[src/mbrtu_pkg.sv]
`timescale 1ns / 1ps
// ----------------------------------------------------------------------------
// mbrtu_pkg
// Shared codes, controller/datapath command and status types, and the
// byte-wise CRC-16 step used by the Modbus RTU master.
// ----------------------------------------------------------------------------
package mbrtu_pkg;

  localparam logic [1:0] FUNC_START = 2'd0;
  localparam logic [1:0] FUNC_BYTE  = 2'd1;
  localparam logic [1:0] FUNC_TICK  = 2'd2;

  localparam logic KIND_TX   = 1'b0;
  localparam logic KIND_DONE = 1'b1;

  localparam logic [1:0] ST_OK      = 2'd0;
  localparam logic [1:0] ST_CRC     = 2'd1;
  localparam logic [1:0] ST_TIMEOUT = 2'd2;
  localparam logic [1:0] ST_ECHO    = 2'd3;

  localparam logic [7:0] FC_READ_HOLDING = 8'd3;
  localparam logic [7:0] FC_READ_INPUT   = 8'd4;

  localparam logic [2:0] DT_UINT16 = 3'd1;
  localparam logic [2:0] DT_UINT32 = 3'd2;
  localparam logic [2:0] DT_INT32  = 3'd4;
  localparam logic [2:0] DT_INT16  = 3'd5;

  localparam logic [2:0] ORD_ABCD = 3'd1;
  localparam logic [2:0] ORD_CDAB = 3'd2;
  localparam logic [2:0] ORD_BADC = 3'd3;
  localparam logic [2:0] ORD_DCBA = 3'd4;

  localparam logic [15:0] CRC_POLY      = 16'hA001;
  localparam logic [15:0] CRC_INIT      = 16'hFFFF;
  localparam logic [15:0] TIMEOUT_RESET = 16'd1000;

  localparam int FRAME_LEN = 8;
  localparam int RESP_LEN  = 9;

  localparam logic [3:0] LEN_SHORT = 4'd7;
  localparam logic [3:0] LEN_ECHO  = 4'd8;
  localparam logic [3:0] LEN_LONG  = 4'd9;

  typedef struct packed {
    logic       load;
    logic       tx_step;
    logic [2:0] tx_idx;
    logic       rx_take;
    logic       tick_take;
  } dp_cmd_t;

  typedef struct packed {
    logic rx_last;
    logic timeout_hit;
  } dp_sts_t;

  function automatic logic [15:0] crc_byte(logic [15:0] crc_in, logic [7:0] b);
    logic [15:0] c;
    c = crc_in ^ {8'h00, b};
    for (int i = 0; i < 8; i++) begin
      c = c[0] ? ((c >> 1) ^ CRC_POLY) : (c >> 1);
    end
    return c;
  endfunction

  function automatic logic is_short(logic [2:0] t);
    return (t == DT_UINT16) || (t == DT_INT16);
  endfunction

endpackage

[src/modbus_rtu_master_transaction.sv]
`timescale 1ns / 1ps
// ----------------------------------------------------------------------------
// modbus_rtu_master_transaction
// Modbus RTU master handling one transaction at a time: sends the 8-byte
// request with CRC-16, collects and checks the response, reports completion.
//
//   channel   handshake          word
//   -------   ----------------   ---------------------------------------------
//   in_       start / busy       func, station, opcode, reg_address,
//                                write_word, dtype, byte_order, rx_byte
//   out_      out_valid strobe   kind, tx_byte, last_of_run, status, value
//   cfg_      cfg_we             cfg_wdata -> timeout_ticks
//
// A start word holds busy high while the request goes out, one byte per
// cycle through the shared byte-wise CRC unit; each byte reaches the out_
// port through the result register after the controller steps it.
// Received-byte and tick words are taken every cycle in S_WAIT; a completion
// appears in the next cycle. Reset is synchronous and needs no clearing pass.
// Results are single-cycle strobes; the receiver cannot stall them.
// ----------------------------------------------------------------------------
module modbus_rtu_master_transaction (
  input  logic        clk,
  input  logic        rst_n,
  input  logic        start,
  output logic        busy,
  input  logic [1:0]  in_func,
  input  logic [7:0]  in_station,
  input  logic [7:0]  in_opcode,
  input  logic [15:0] in_reg_address,
  input  logic [15:0] in_write_word,
  input  logic [2:0]  in_dtype,
  input  logic [2:0]  in_byte_order,
  input  logic [7:0]  in_rx_byte,
  input  logic        cfg_we,
  input  logic [15:0] cfg_wdata,
  output logic        out_valid,
  output logic        out_kind,
  output logic [7:0]  out_tx_byte,
  output logic        out_last_of_run,
  output logic [1:0]  out_status,
  output logic [31:0] out_value
);
  import mbrtu_pkg::*;

  dp_cmd_t cmd;
  dp_sts_t sts;

  mbrtu_ctrl u_ctrl (
    .clk   (clk),
    .rst_n (rst_n),
    .start (start),
    .func  (in_func),
    .busy  (busy),
    .cmd   (cmd),
    .sts   (sts)
  );

  mbrtu_dp u_dp (
    .clk             (clk),
    .rst_n           (rst_n),
    .cmd             (cmd),
    .sts             (sts),
    .station         (in_station),
    .opcode          (in_opcode),
    .reg_address     (in_reg_address),
    .write_word      (in_write_word),
    .dtype           (in_dtype),
    .byte_order      (in_byte_order),
    .rx_byte         (in_rx_byte),
    .cfg_we          (cfg_we),
    .cfg_wdata       (cfg_wdata),
    .out_valid       (out_valid),
    .out_kind        (out_kind),
    .out_tx_byte     (out_tx_byte),
    .out_last_of_run (out_last_of_run),
    .out_status      (out_status),
    .out_value       (out_value)
  );

endmodule

[src/mbrtu_ctrl.sv]
`timescale 1ns / 1ps
// ----------------------------------------------------------------------------
// mbrtu_ctrl
// Transaction controller: accepts words, steps the request transmit
// sequence and tracks whether a response is awaited.
// ----------------------------------------------------------------------------
module mbrtu_ctrl (
  input  logic                clk,
  input  logic                rst_n,
  input  logic                start,
  input  logic [1:0]          func,
  output logic                busy,
  output mbrtu_pkg::dp_cmd_t  cmd,
  input  mbrtu_pkg::dp_sts_t  sts
);
  import mbrtu_pkg::*;

  localparam logic [1:0] S_IDLE = 2'd0;
  localparam logic [1:0] S_TX   = 2'd1;
  localparam logic [1:0] S_WAIT = 2'd2;

  localparam logic [2:0] TX_LAST = 3'(FRAME_LEN - 1);

  logic [1:0] state_r, state_nxt;
  logic [2:0] tx_cnt_r, tx_cnt_nxt;
  logic       accept;
  logic       finish;

  assign busy   = (state_r == S_TX);
  assign accept = start & ~busy;

  always_comb begin
    cmd.load      = accept && (func == FUNC_START);
    cmd.tx_step   = (state_r == S_TX);
    cmd.tx_idx    = tx_cnt_r;
    cmd.rx_take   = accept && (state_r == S_WAIT) && (func == FUNC_BYTE);
    cmd.tick_take = accept && (state_r == S_WAIT) && (func == FUNC_TICK);
  end

  assign finish = (cmd.rx_take && sts.rx_last) || (cmd.tick_take && sts.timeout_hit);

  always_comb begin
    state_nxt  = state_r;
    tx_cnt_nxt = tx_cnt_r;
    unique case (state_r)
      S_IDLE: begin
        if (cmd.load) begin
          state_nxt  = S_TX;
          tx_cnt_nxt = '0;
        end
      end
      S_TX: begin
        tx_cnt_nxt = tx_cnt_r + 3'd1;
        if (tx_cnt_r == TX_LAST) begin
          state_nxt = S_WAIT;
        end
      end
      S_WAIT: begin
        if (cmd.load) begin
          state_nxt  = S_TX;
          tx_cnt_nxt = '0;
        end else if (finish) begin
          state_nxt = S_IDLE;
        end
      end
      default: begin
        state_nxt = S_IDLE;
      end
    endcase
  end

  always_ff @(posedge clk) begin
    if (!rst_n) begin
      state_r  <= S_IDLE;
      tx_cnt_r <= '0;
    end else begin
      state_r  <= state_nxt;
      tx_cnt_r <= tx_cnt_nxt;
    end
  end

endmodule

[src/mbrtu_dp.sv]
`timescale 1ns / 1ps
// ----------------------------------------------------------------------------
// mbrtu_dp
// Datapath: request frame, shared CRC-16 byte unit, response capture,
// timeout counter, value assembly and registered result port.
// ----------------------------------------------------------------------------
module mbrtu_dp (
  input  logic                clk,
  input  logic                rst_n,
  input  mbrtu_pkg::dp_cmd_t  cmd,
  output mbrtu_pkg::dp_sts_t  sts,
  input  logic [7:0]          station,
  input  logic [7:0]          opcode,
  input  logic [15:0]         reg_address,
  input  logic [15:0]         write_word,
  input  logic [2:0]          dtype,
  input  logic [2:0]          byte_order,
  input  logic [7:0]          rx_byte,
  input  logic                cfg_we,
  input  logic [15:0]         cfg_wdata,
  output logic                out_valid,
  output logic                out_kind,
  output logic [7:0]          out_tx_byte,
  output logic                out_last_of_run,
  output logic [1:0]          out_status,
  output logic [31:0]         out_value
);
  import mbrtu_pkg::*;

  localparam logic [2:0] IDX_CRC_LO = 3'(FRAME_LEN - 2);
  localparam logic [2:0] IDX_CRC_HI = 3'(FRAME_LEN - 1);
  localparam logic [3:0] RESP_MAX   = 4'(RESP_LEN);

  logic [7:0]  frame_r [0:FRAME_LEN-1];
  logic [7:0]  resp_r  [0:RESP_LEN-1];
  logic [15:0] crc_r;
  logic [15:0] elapsed_r;
  logic [15:0] timeout_r;
  logic [3:0]  rx_cnt_r;
  logic        pend_read_r;
  logic [2:0]  pend_type_r;
  logic [2:0]  pend_order_r;

  logic        out_valid_r;
  logic        out_kind_r;
  logic [7:0]  out_tx_byte_r;
  logic        out_last_r;
  logic [1:0]  out_status_r;
  logic [31:0] out_value_r;

  logic        req_read;
  logic [15:0] req_word;
  logic [7:0]  tx_byte_sel;
  logic [7:0]  crc_in_byte;
  logic [15:0] crc_upd;
  logic [3:0]  exp_len;
  logic [3:0]  rx_cnt_inc;
  logic [7:0]  crc_lo_rx;
  logic        crc_ok;
  logic        echo_ok;
  logic [31:0] asm_value;
  logic [1:0]  rx_status;
  logic [31:0] rx_value;
  logic        done_evt;

  function automatic logic [31:0] assemble(logic [2:0] t, logic [2:0] o, logic [7:0] a,
                                           logic [7:0] b, logic [7:0] c, logic [7:0] d);
    logic [31:0] w;
    w = '0;
    if (is_short(t)) begin
      priority if (o == ORD_ABCD) begin
        w = {16'h0000, a, b};
      end else if (o == ORD_DCBA) begin
        w = {16'h0000, b, a};
      end else begin
        w = '0;
      end
      if (t == DT_INT16 && w[15]) begin
        w[31:16] = 16'hFFFF;
      end
    end else if (t >= DT_UINT32 && t <= DT_INT32) begin
      priority if (o == ORD_ABCD) begin
        w = {a, b, c, d};
      end else if (o == ORD_CDAB) begin
        w = {c, d, a, b};
      end else if (o == ORD_BADC) begin
        w = {b, a, d, c};
      end else if (o == ORD_DCBA) begin
        w = {d, c, b, a};
      end else begin
        w = '0;
      end
    end
    return w;
  endfunction

  assign req_read = (opcode == FC_READ_HOLDING) || (opcode == FC_READ_INPUT);
  assign req_word = req_read ? (is_short(dtype) ? 16'd1 : 16'd2) : write_word;

  always_comb begin
    priority if (cmd.tx_idx == IDX_CRC_LO) begin
      tx_byte_sel = crc_r[7:0];
    end else if (cmd.tx_idx == IDX_CRC_HI) begin
      tx_byte_sel = crc_r[15:8];
    end else begin
      tx_byte_sel = frame_r[cmd.tx_idx];
    end
  end

  // one crc unit shared by transmit and receive
  assign crc_in_byte = cmd.tx_step ? tx_byte_sel : rx_byte;
  assign crc_upd     = crc_byte(crc_r, crc_in_byte);

  assign exp_len    = pend_read_r ? (is_short(pend_type_r) ? LEN_SHORT : LEN_LONG) : LEN_ECHO;
  assign rx_cnt_inc = rx_cnt_r + 4'd1;

  always_comb begin
    priority if (exp_len == LEN_SHORT) begin
      crc_lo_rx = resp_r[5];
    end else if (exp_len == LEN_ECHO) begin
      crc_lo_rx = resp_r[6];
    end else begin
      crc_lo_rx = resp_r[7];
    end
  end

  assign crc_ok = (crc_lo_rx == crc_r[7:0]) && (rx_byte == crc_r[15:8]);

  always_comb begin
    echo_ok = (rx_byte == frame_r[FRAME_LEN-1]);
    for (int i = 0; i < FRAME_LEN - 1; i++) begin
      echo_ok = echo_ok && (resp_r[i] == frame_r[i]);
    end
  end

  assign asm_value = assemble(pend_type_r, pend_order_r, resp_r[3], resp_r[4],
                              resp_r[5], resp_r[6]);

  always_comb begin
    rx_status = ST_OK;
    rx_value  = '0;
    priority if (!crc_ok) begin
      rx_status = ST_CRC;
    end else if (pend_read_r) begin
      rx_value = asm_value;
    end else if (!echo_ok) begin
      rx_status = ST_ECHO;
    end else begin
      rx_status = ST_OK;
    end
  end

  assign sts.rx_last     = (rx_cnt_inc == exp_len);
  assign sts.timeout_hit = (elapsed_r >= timeout_r);

  assign done_evt = (cmd.rx_take && sts.rx_last) || (cmd.tick_take && sts.timeout_hit);

  // control state
  always_ff @(posedge clk) begin
    if (!rst_n) begin
      timeout_r    <= TIMEOUT_RESET;
      crc_r        <= CRC_INIT;
      elapsed_r    <= '0;
      rx_cnt_r     <= '0;
      pend_read_r  <= 1'b0;
      pend_type_r  <= '0;
      pend_order_r <= '0;
      out_valid_r  <= 1'b0;
    end else begin
      if (cfg_we) begin
        timeout_r <= cfg_wdata;
      end
      if (cmd.load) begin
        crc_r        <= CRC_INIT;
        elapsed_r    <= '0;
        rx_cnt_r     <= '0;
        pend_read_r  <= req_read;
        pend_type_r  <= dtype;
        pend_order_r <= byte_order;
      end else if (cmd.tx_step) begin
        if (cmd.tx_idx < IDX_CRC_LO) begin
          crc_r <= crc_upd;
        end else if (cmd.tx_idx == IDX_CRC_HI) begin
          crc_r <= CRC_INIT;
        end
      end else if (cmd.rx_take) begin
        if ((5'(rx_cnt_r) + 5'd2) < 5'(exp_len)) begin
          crc_r <= crc_upd;
        end
        rx_cnt_r <= rx_cnt_inc;
      end else if (cmd.tick_take && !sts.timeout_hit) begin
        elapsed_r <= elapsed_r + 16'd1;
      end
      out_valid_r <= cmd.tx_step || done_evt;
    end
  end

  // frame, response and result words
  always_ff @(posedge clk) begin
    if (cmd.load) begin
      frame_r[0] <= station;
      frame_r[1] <= opcode;
      frame_r[2] <= reg_address[15:8];
      frame_r[3] <= reg_address[7:0];
      frame_r[4] <= req_word[15:8];
      frame_r[5] <= req_word[7:0];
    end else if (cmd.tx_step && cmd.tx_idx == IDX_CRC_LO) begin
      frame_r[FRAME_LEN-2] <= crc_r[7:0];
      frame_r[FRAME_LEN-1] <= crc_r[15:8];
    end
    if (cmd.rx_take && rx_cnt_r < RESP_MAX) begin
      resp_r[rx_cnt_r] <= rx_byte;
    end
    if (cmd.tx_step) begin
      out_kind_r    <= KIND_TX;
      out_tx_byte_r <= tx_byte_sel;
      out_last_r    <= (cmd.tx_idx == IDX_CRC_HI);
      out_status_r  <= ST_OK;
      out_value_r   <= '0;
    end else begin
      out_kind_r    <= KIND_DONE;
      out_tx_byte_r <= '0;
      out_last_r    <= 1'b0;
      out_status_r  <= cmd.rx_take ? rx_status : ST_TIMEOUT;
      out_value_r   <= cmd.rx_take ? rx_value : 32'h0;
    end
  end

  assign out_valid       = out_valid_r;
  assign out_kind        = out_kind_r;
  assign out_tx_byte     = out_tx_byte_r;
  assign out_last_of_run = out_last_r;
  assign out_status      = out_status_r;
  assign out_value       = out_value_r;

endmodule
[config.mk]
export PLATFORM = sky130hd
export DESIGN_NAME = modbus_rtu_master_transaction
export DESIGN_NICKNAME = d
export VERILOG_FILES = /design/src/mbrtu_pkg.sv /design/src/modbus_rtu_master_transaction.sv /design/src/mbrtu_ctrl.sv /design/src/mbrtu_dp.sv
export SDC_FILE = /design/constraint.sdc
export NUM_CORES = 1
export LEC_CHECK = 0
export ABC_AREA = 1
export CORE_MARGIN = 10
export CORE_UTILIZATION = 35
export CTS_CLUSTER_DIAMETER = 30
export CTS_CLUSTER_SIZE = 40
export DETAILED_ROUTE_END_ITERATION = 10
export DONT_BUFFER_PORTS = 1
export GPL_TIMING_DRIVEN = 0
export PLACE_DENSITY = 0.58
export SKIP_CTS_REPAIR_TIMING = 1
export SYNTH_ARGS = -nofsm -noshare
export SYNTH_HDL_FRONTEND = slang
export SYNTH_SLANG_ARGS = --single-unit
[constraint.sdc]
create_clock -name clk -period 7.2 [get_ports clk]
set_clock_uncertainty 0.05 [all_clocks]
set_input_delay 1.44 -clock clk [delete_from_list [all_inputs] [get_ports clk]]
set_output_delay 1.44 -clock clk [all_outputs]
set_load 0.01 [all_outputs]
==> results of run 1 <==
layout make-up:
type	count	area, um^2	area share
flip-flops and latches	240	6090	0.420
inverters	130	493	0.0340
multi-input cells	937	5070	0.350
well taps	448	561	0.0387
plain buffers	46	235	0.0162
clock buffers	61	1440	0.0995
repair buffers	4	38.8	0.00268
clock inverters	47	557	0.0384
diodes	2	5.00	0.000345
synthesized netlist by cell type (2+ instances only):
library cell	number	area share
inv_1	118	0.037
o31ai_1	2	0.0013
o21ai_0	86	0.036
o22ai_1	8	0.0042
buf_4	6	0.0038
buf_1	2	0.00063
xor2_1	36	0.027
o2111ai_1	19	0.014
ha_1	29	0.031
nor3b_1	3	0.0019
nor2_4	2	0.0019
a21oi_1	116	0.049
nand4_1	26	0.014
buf_2	8	0.0034
nor3_2	2	0.0017
nor4_1	11	0.0058
inv_4	2	0.0011
clkbuf_1	26	0.0082
o221ai_1	5	0.0037
a221oi_1	2	0.0015
buf_6	4	0.0038
nor2_1	76	0.024
a211oi_1	3	0.0019
nand2_1	297	0.094
clkinv_1	3	0.00095
o211ai_1	16	0.010
o21ai_1	3	0.0013
xnor2_1	40	0.030
dfxtp_1	112	0.19
nor2_2	22	0.012
edfxtp_1	128	0.32
nor3_1	26	0.011
o32ai_1	2	0.0015
nand3_1	87	0.037
or2_2	5	0.0026
a21o_1	2	0.0013
inv_2	7	0.0022
registers in the layout, summed over array words and instances, names as in the netlist, named ones only:
signal / cells
u_ctrl.state_r: 2
u_ctrl.tx_cnt_r: 3
u_dp.crc_r: 16
u_dp.elapsed_r: 16
u_dp.frame_r: 64
u_dp.out_kind: 1
u_dp.out_last_of_run: 1
u_dp.out_status: 2
u_dp.out_tx_byte: 8
u_dp.out_valid: 1
u_dp.out_value: 32
u_dp.pend_order_r: 3
u_dp.pend_read_r: 1
u_dp.pend_type_r: 3
u_dp.resp_r: 64
u_dp.rx_cnt_r: 4
u_dp.timeout_r: 16
kinds of logic after synthesis:
| group | synth area share |
|---|---|
| AND/OR/NAND/NOR | 0.209 |
| AO/OA/AOI/OAI | 0.130 |
| flip-flops | 0.512 |
| buffers and inverters | 0.0613 |
| XOR/XNOR | 0.0561 |
| adder cells (fa/ha/maj) | 0.0306 |
layout by cell type (no fill, tap or decap), types with 26 or more instances in the layout:
cell,count
inv_1,118
nand4_1,26
xor2_1,36
nor2_1,76
ha_1,29
clkbuf_16,57
a21oi_1,116
clkbuf_1,30
o21ai_0,86
nand2_1,297
dfxtp_1,112
nand3_1,87
edfxtp_1,128
xnor2_1,40
power by group through the flow:
stage               clock, mW  sequential (mW)  combinational (mW)
finish                   2.65             1.49               0.221
global route             2.76             1.50               0.247
CTS                      2.69             1.49               0.219
detailed placement          0             1.52               0.218
global placement            0             1.52               0.212
floorplan                   0             1.51               0.159
worst max-delay path, cell delays in order (launching register included):
cell,delay [ns]
dfxtp_1,0.33
ha_1,0.21
ha_1,0.20
clkinv_1,0.16
clkbuf_1,0.48
nand3_1,0.23
nand2_1,0.20
nand3_1,0.11
nand2_1,0.08
nand2_1,0.11
nand2_1,0.09
nand2_1,0.09
nand2_1,0.10
nand2_1,0.05
nand2_1,0.09
nand2_1,0.09
nand2_1,0.09
nand3_1,0.12
nand3b_1,0.11
nand3_1,0.07
nand2_1,0.07
nand2_1,0.04
worst max path at each step:
| stage | depth (start not counted) | start | end |
|---|---|---|---|
| 2_1_floorplan | 5 | in_func[0] | u_dp.pend_order_r[1]$_SDFFE_PN0P_ |
| 3_5_place_dp | 6 | start | u_dp.resp_r[5][5]$_DFFE_PP_ |
| 3_3_place_gp | 5 | in_func[0] | u_dp.pend_type_r[2]$_SDFFE_PN0P_ |
| 5_1_grt | 21 | u_ctrl.tx_cnt_r[0]$_SDFFE_PN0P_ | u_dp.crc_r[13]$_SDFFE_PP1P_ |
| 6_report | 21 | u_ctrl.tx_cnt_r[0]$_SDFFE_PN0P_ | u_dp.crc_r[13]$_SDFFE_PP1P_ |
| 4_1_cts | 21 | u_ctrl.tx_cnt_r[0]$_SDFFE_PN0P_ | u_dp.crc_r[13]$_SDFFE_PP1P_ |
per-stage QoR:
stage	TNS, ns	util	cells	worst slack (ns)	hold slack (ns)
global placement	-6.43	0.371	1801	-0.332	0.413
global route	0	0.432	1914	3.63	0.434
floorplan	0	-	1353	1.64	0.390
finish	0	0.432	1915	3.92	0.420
detailed placement	0	0.372	1805	3.44	0.415
CTS	0	0.432	1913	3.96	0.425
layer usage:
metal	wire length [um]	vias to the layer above
met5	0	-
met4	1880	0
met3	2980	104
met2	18300	420
met1	16800	4762
li1	-	4813
==> metrics.md, run 1 <==
| Metric | Value |
|---|---|
| Status | complete, no violations |
| Worst setup path class | reg2reg |
| Routed wire per std cell | 20.9 um |
| Psw | 1.04 mW |
| CP arrival | about 3.7 ns |
| Final count of hold timing violations | 0 |
| Die width | ~200 um |
| Vias per cell | between 5 and 6 |
| Number of synthesized flops with an enable pin | ~130 |
| Register share of total power | 0.342 |
| Post-synth net total | 1466 |
| Routed wire length | 40000 um |
| Post-route cell area | roughly 14000 um^2 |
| Startpoint Class | flop |
| Clk pwr share | 0.607 |
| Fmax | around 0.30 GHz |
| Chip height | approximately 200 um |
| Detailed Routing Iterations Pass 1 | 6 |
| DIE AREA | about 42000 um^2 |
| Hold EP | u_dp.timeout_r[5]$_SDFFE_PN1P_ |
| Reg2reg end | u_dp.crc_r[13]$_SDFFE_PP1P_ |
| Met3 usage | 0.0415 |
| Number of max-cap violations | 0 |
| Hold_sp | u_dp.timeout_r[5]$_SDFFE_PN1P_ |
| GR peak layer | met2 |
| Number of I/O port buffers | 0 |
| RSZ-0062 raised after global routing | false |
| Final Max Slew Viols | 0 |
| CTS Buf Count | 57 |
| Hold-critical path depth | 2 |
| Cell count after synthesis | between 1000 and 1500 |
| Register area share after synthesis | 0.512 |
| GRT overflow | 0 |
| R2R Setup Slk | around 3.9 ns |
| Top FF cell, synth | edfxtp_1 |
| Part of the cycle the worst path needs | 0.456 |
| H-tree depth | 2 |
| # DRC | 0 |
| Final RePlAce weighted congestion | 0.957 |
| Combinational Power Share | 0.051 |
| #FFs+latches synth | 240 |
| GR met1 Demand/Resource | 0.235 |
| Vias in the first global route | roughly 9800 |
| Post-DP HPWL | roughly 30000 um |
| Post-Syn Area | 11900 um^2 |
| Fraction of layout instances using a drive strength above 1 | 0.115 |
| Initial antenna violation count | 1 |
| Worst Tran Pin Value | about 1.3 ns |
| Fillers | ~3300 |
| IO Count | 130 |
| First DRT Iteration DRCs | 873 |
| P_int | between 3 and 4 mW |
| Critical-path maximum fanout | 10 |
| DP Area | 12500 um^2 |
| Worst Path Required | between 7 and 8 ns |
| Rel. slew slack | 0.0971 |
| Site Rows | 67 |
| Initial core utilization | 0.354 |
| Synth unique cells | 48 |
| R2R cell count | 21 |
| Switching Fraction | 0.238 |
| Clk pin slew, worst setup/hold paths | 0.05 ns |
| # nets final | 1529 |
| Clk Latency, worst-skew pair | about 0.58 ns |
| First-pass GRT wire length | 60000 um |
| PwrDens | 301 nW/um^2 |
| Pin count of the biggest net entering global routing | 25 |
| Mean Syn Cell Area | 8.78 um^2 |
| Leakage | 5.62 nW |
| Worst vdd ir | about 0.00018 V |
| CTS max path bufs | 3 |
| CTS tree | yes |
| Finish-stage setup viols | 0 |
| Pwr Total | between 4 and 5 mW |
| Hold WC Path Type | reg2reg |
| Antenna-violating nets left | 0 |
| # clock sinks | 240 |
| Area of the core | about 34000 um^2 |
| Clock period minus final worst setup slack | ~3.3 ns |
| Worst setup EP type | flop |
| Synthesis-to-layout area growth | 22.0% |
| Root Driver | clkbuf_16 |
| GRT met2 Usage | 0.301 |
| Reg2reg start | u_ctrl.tx_cnt_r[0]$_SDFFE_PN0P_ |
| GRT Util Overall | 0.189 |
| YS warnings | 0 |
| Vias | slightly above 10000 |
| Async SR Flop Fraction | 0 |
No activity file was read; power rests on OpenSTA's default activity.
==> inputs of run 2 (changes only) <==
==> constraint.sdc (replaced) <==
create_clock -name clk -period 3.44 [get_ports clk]
set_clock_uncertainty 0.05 [all_clocks]
set_input_delay 0.688 -clock clk [delete_from_list [all_inputs] [get_ports clk]]
set_output_delay 0.688 -clock clk [all_outputs]
set_load 0.01 [all_outputs]
==> run 2 against run 1 <==
Net effect:
- sequential share of layout area decreased by 0.20 points
- combinational power is 110% higher
- cell count grew 0.10%
- critical endpoint is now u_dp.crc_r[8]$_SDFFE_PP1P_
==> metrics.md, run 2 (synthesized netlist as in run 1, its figures left out) <==
| Metric | Value |
|---|---|
| Post-route cell area | 14600 um^2 (+0.47%) |
| Final cell utilization of the core | 0.434 (+0.00205) |
| CTS max path bufs | 3 (unchanged) |
| Pre-CTS setup slack | 0.182 ns (-3.25 ns) |
| Hold EP | u_dp.frame_r[2][5]$_DFFE_PP_ |
| Vias in the first global route | 10000 (+1.9%) |
| Worst setup path class | reg2reg |
| GRT Util Overall | 0.190 (+0.000948) |
| Worst Tran Pin Value | 1.36 ns (+0.0133 ns) |
| Vias per cell | 5.30 (+0.48%) |
| P_int | 7.18 mW (+120%) |
| DP Area | 12500 um^2 (+0.12%) |
| Final Worst Setup Slack | 0.283 ns (-3.64 ns) |
| Storage element area | 6090 um^2 (unchanged) |
| R2R cell count | 18 (-14%) |
| Chip height | 204 um (unchanged) |
| Die width | 204 um (unchanged) |
| Number of max-cap violations | 0 (unchanged) |
| RSZ-0062 raised after global routing | false |
| CP arrival | 3.55 ns (-0.15 ns) |
| PwrDens | 635 nW/um^2 (+110%) |
| Final Max Slew Viols | 0 (unchanged) |
| Detailed Routing Iterations Pass 1 | 5 (-1) |
| Area of the core | 33500 um^2 (unchanged) |
| Reg2reg start | u_dp.pend_type_r[1]$_SDFFE_PN0P_ |
| Leakage | 5.68 nW (+1.1%) |
| Pwr Total | 9.25 mW (+110%) |
| Register share of total power | 0.338 (-0.004) |
| Clk pwr share | 0.611 (+0.004) |
| Area of the multi-input gates | 5090 um^2 (+0.39%) |
| Hold_sp | in_reg_address[13] |
| Combinational Power Share | 0.050 (about the same) |
| CTS tree | yes |
| First-pass GRT wire length | 60300 um (+0.52%) |
| Post-route insts no fill | 1917 (+0.10%) |
| Root Driver | clkbuf_16 |
| Worst vdd ir | 0.000412 V (+130%) |
| Vias | 10200 (+0.58%) |
| CTS Buf Count | 58 (+1.8%) |
| H-tree depth | 2 (unchanged) |
| Most frequent cells in the layout | 296 x nand2_1, 128 x edfxtp_1, 117 x inv_1 |
| Hold slack | 0.139 ns (-0.281 ns) |
| Switching Fraction | 0.224 (-0.0143) |
| Number of I/O port buffers | 0 (unchanged) |
| Synthesis-to-layout area growth | 22.6% |
| Pin count of the biggest net entering global routing | 25 (unchanged) |
| Worst Path Required | 3.84 ns (-3.78 ns) |
| Fillers | 3304 (+0.49%) |
| # clock sinks | 240 (unchanged) |
| GRT met2 Usage | 0.296 (-0.00460) |
| Hold-critical path depth | 0 (-2) |
| GRT overflow | 0 (unchanged) |
| Critical-path maximum fanout | 11 (+1) |
| Part of the cycle the worst path needs | 0.918 (+0.462) |
| Psw | 2.07 mW (+99%) |
| Post-DP HPWL | 29700 um (-0.85%) |
| Final RePlAce weighted congestion | 0.949 (-0.78%) |
| Reg2reg end | u_dp.crc_r[8]$_SDFFE_PP1P_ |
| Site Rows | 67 (unchanged) |
| Hold WC Path Type | in2reg |
| GR peak layer | met2 |
| Status | complete, no violations |
| # nets final | 1531 (+0.13%) |
| Rel. slew slack | 0.0882 (-0.00891) |
| Routed wire length | 40200 um (+0.52%) |
| Antenna-violating nets left | 0 (unchanged) |
| Finish-stage setup viols | 0 (unchanged) |
| Routed wire per std cell | 21.0 um (+0.42%) |
| GR met1 Demand/Resource | 0.239 (+0.00475) |
| IO Count | 130 (unchanged) |
| Clock period minus final worst setup slack | 3.16 ns (-0.124 ns) |
| Initial core utilization | 0.354 (unchanged) |
| First DRT Iteration DRCs | 913 (+4.6%) |
| Fraction of layout instances using a drive strength above 1 | 0.114 (-0.000234) |
| Fmax | 0.317 GHz (+3.9%) |
| R2R Setup Slk | 0.28 ns (-3.64 ns) |
| Final count of hold timing violations | 0 (unchanged) |
| Most common cell after layout, fill and taps aside | nand2_1 |
| Met3 usage | 0.0482 (+0.00666) |
| Clk pin slew, worst setup/hold paths | 0.04 ns (about the same) |
| DIE AREA | 41700 um^2 (unchanged) |
| Initial antenna violation count | 2 (+1) |
| Clk Latency, worst-skew pair | 0.60 ns (+0.02 ns) |
| Startpoint Class | flop |
| Placed cells | 1804 (-0.055%) |
| # DRC | 0 (unchanged) |
| Worst setup EP type | flop |
| Setup TNS Final | 0 ns (unchanged) |
## run 2: cell type report
type | count | area share
inverter | 130 | 0.0339
buffer | 46 | 0.0172
clock buffer | 73 | 0.105
multi-input combinational | 938 | 0.350
timing repair buffer | 4 | 0.00284
sequential | 240 | 0.418
tap | 448 | 0.0385
antenna | 1 | 0.000172
clock inverter | 37 | 0.0346
## run 2: routing by layer
metal	routed length, um	part of all wire	vias up
li1	-	-	4833
met1	17100	0.43	4780
met2	18000	0.45	444
met3	3220	0.080	101
met4	1890	0.047	0
met5	0	0	-
## run 2: critical path, stage by stage, from the launching register on
cell and delay, ns:
dfxtp_1 0.40, nor2_2 0.26, inv_4 0.13, nor2_8 0.16
inv_4 0.06, buf_6 0.15, ha_1 0.27, inv_1 0.05
o21bai_1 0.05, a21oi_1 0.13, nor2_1 0.05, o31ai_1 0.28
nand2_1 0.26, inv_1 0.14, nand2_1 0.17, a21oi_1 0.15
o21ai_0 0.09, o21ai_0 0.09, nand2_1 0.06
## run 2: worst max path at each step
stage	startpoint	to	slack (ns)	cells past startpoint
floorplan	start	u_dp.rx_cnt_r[2]$_SDFFE_PP0P_	0.008	8
global placement	start	u_dp.pend_type_r[2]$_SDFFE_PN0P_	-1.09	6
detailed placement	u_ctrl.state_r[0]$_SDFFE_PN0P_	u_dp.crc_r[13]$_SDFFE_PP1P_	0.18	19
CTS	u_ctrl.state_r[0]$_SDFFE_PN0P_	u_dp.crc_r[13]$_SDFFE_PP1P_	0.15	19
global route	u_dp.pend_type_r[1]$_SDFFE_PN0P_	u_dp.crc_r[8]$_SDFFE_PP1P_	0.0002	18
finish	u_dp.pend_type_r[1]$_SDFFE_PN0P_	u_dp.crc_r[8]$_SDFFE_PP1P_	0.28	18
## run 2: power by group through the flow
stage	clock [mW]	sequential, mW	combinational [mW]
floorplan	0	3.16	0.336
global placement	0	3.18	0.445
detailed placement	0	3.18	0.457
CTS	5.74	3.13	0.461
global route	5.91	3.13	0.525
finish	5.66	3.13	0.465
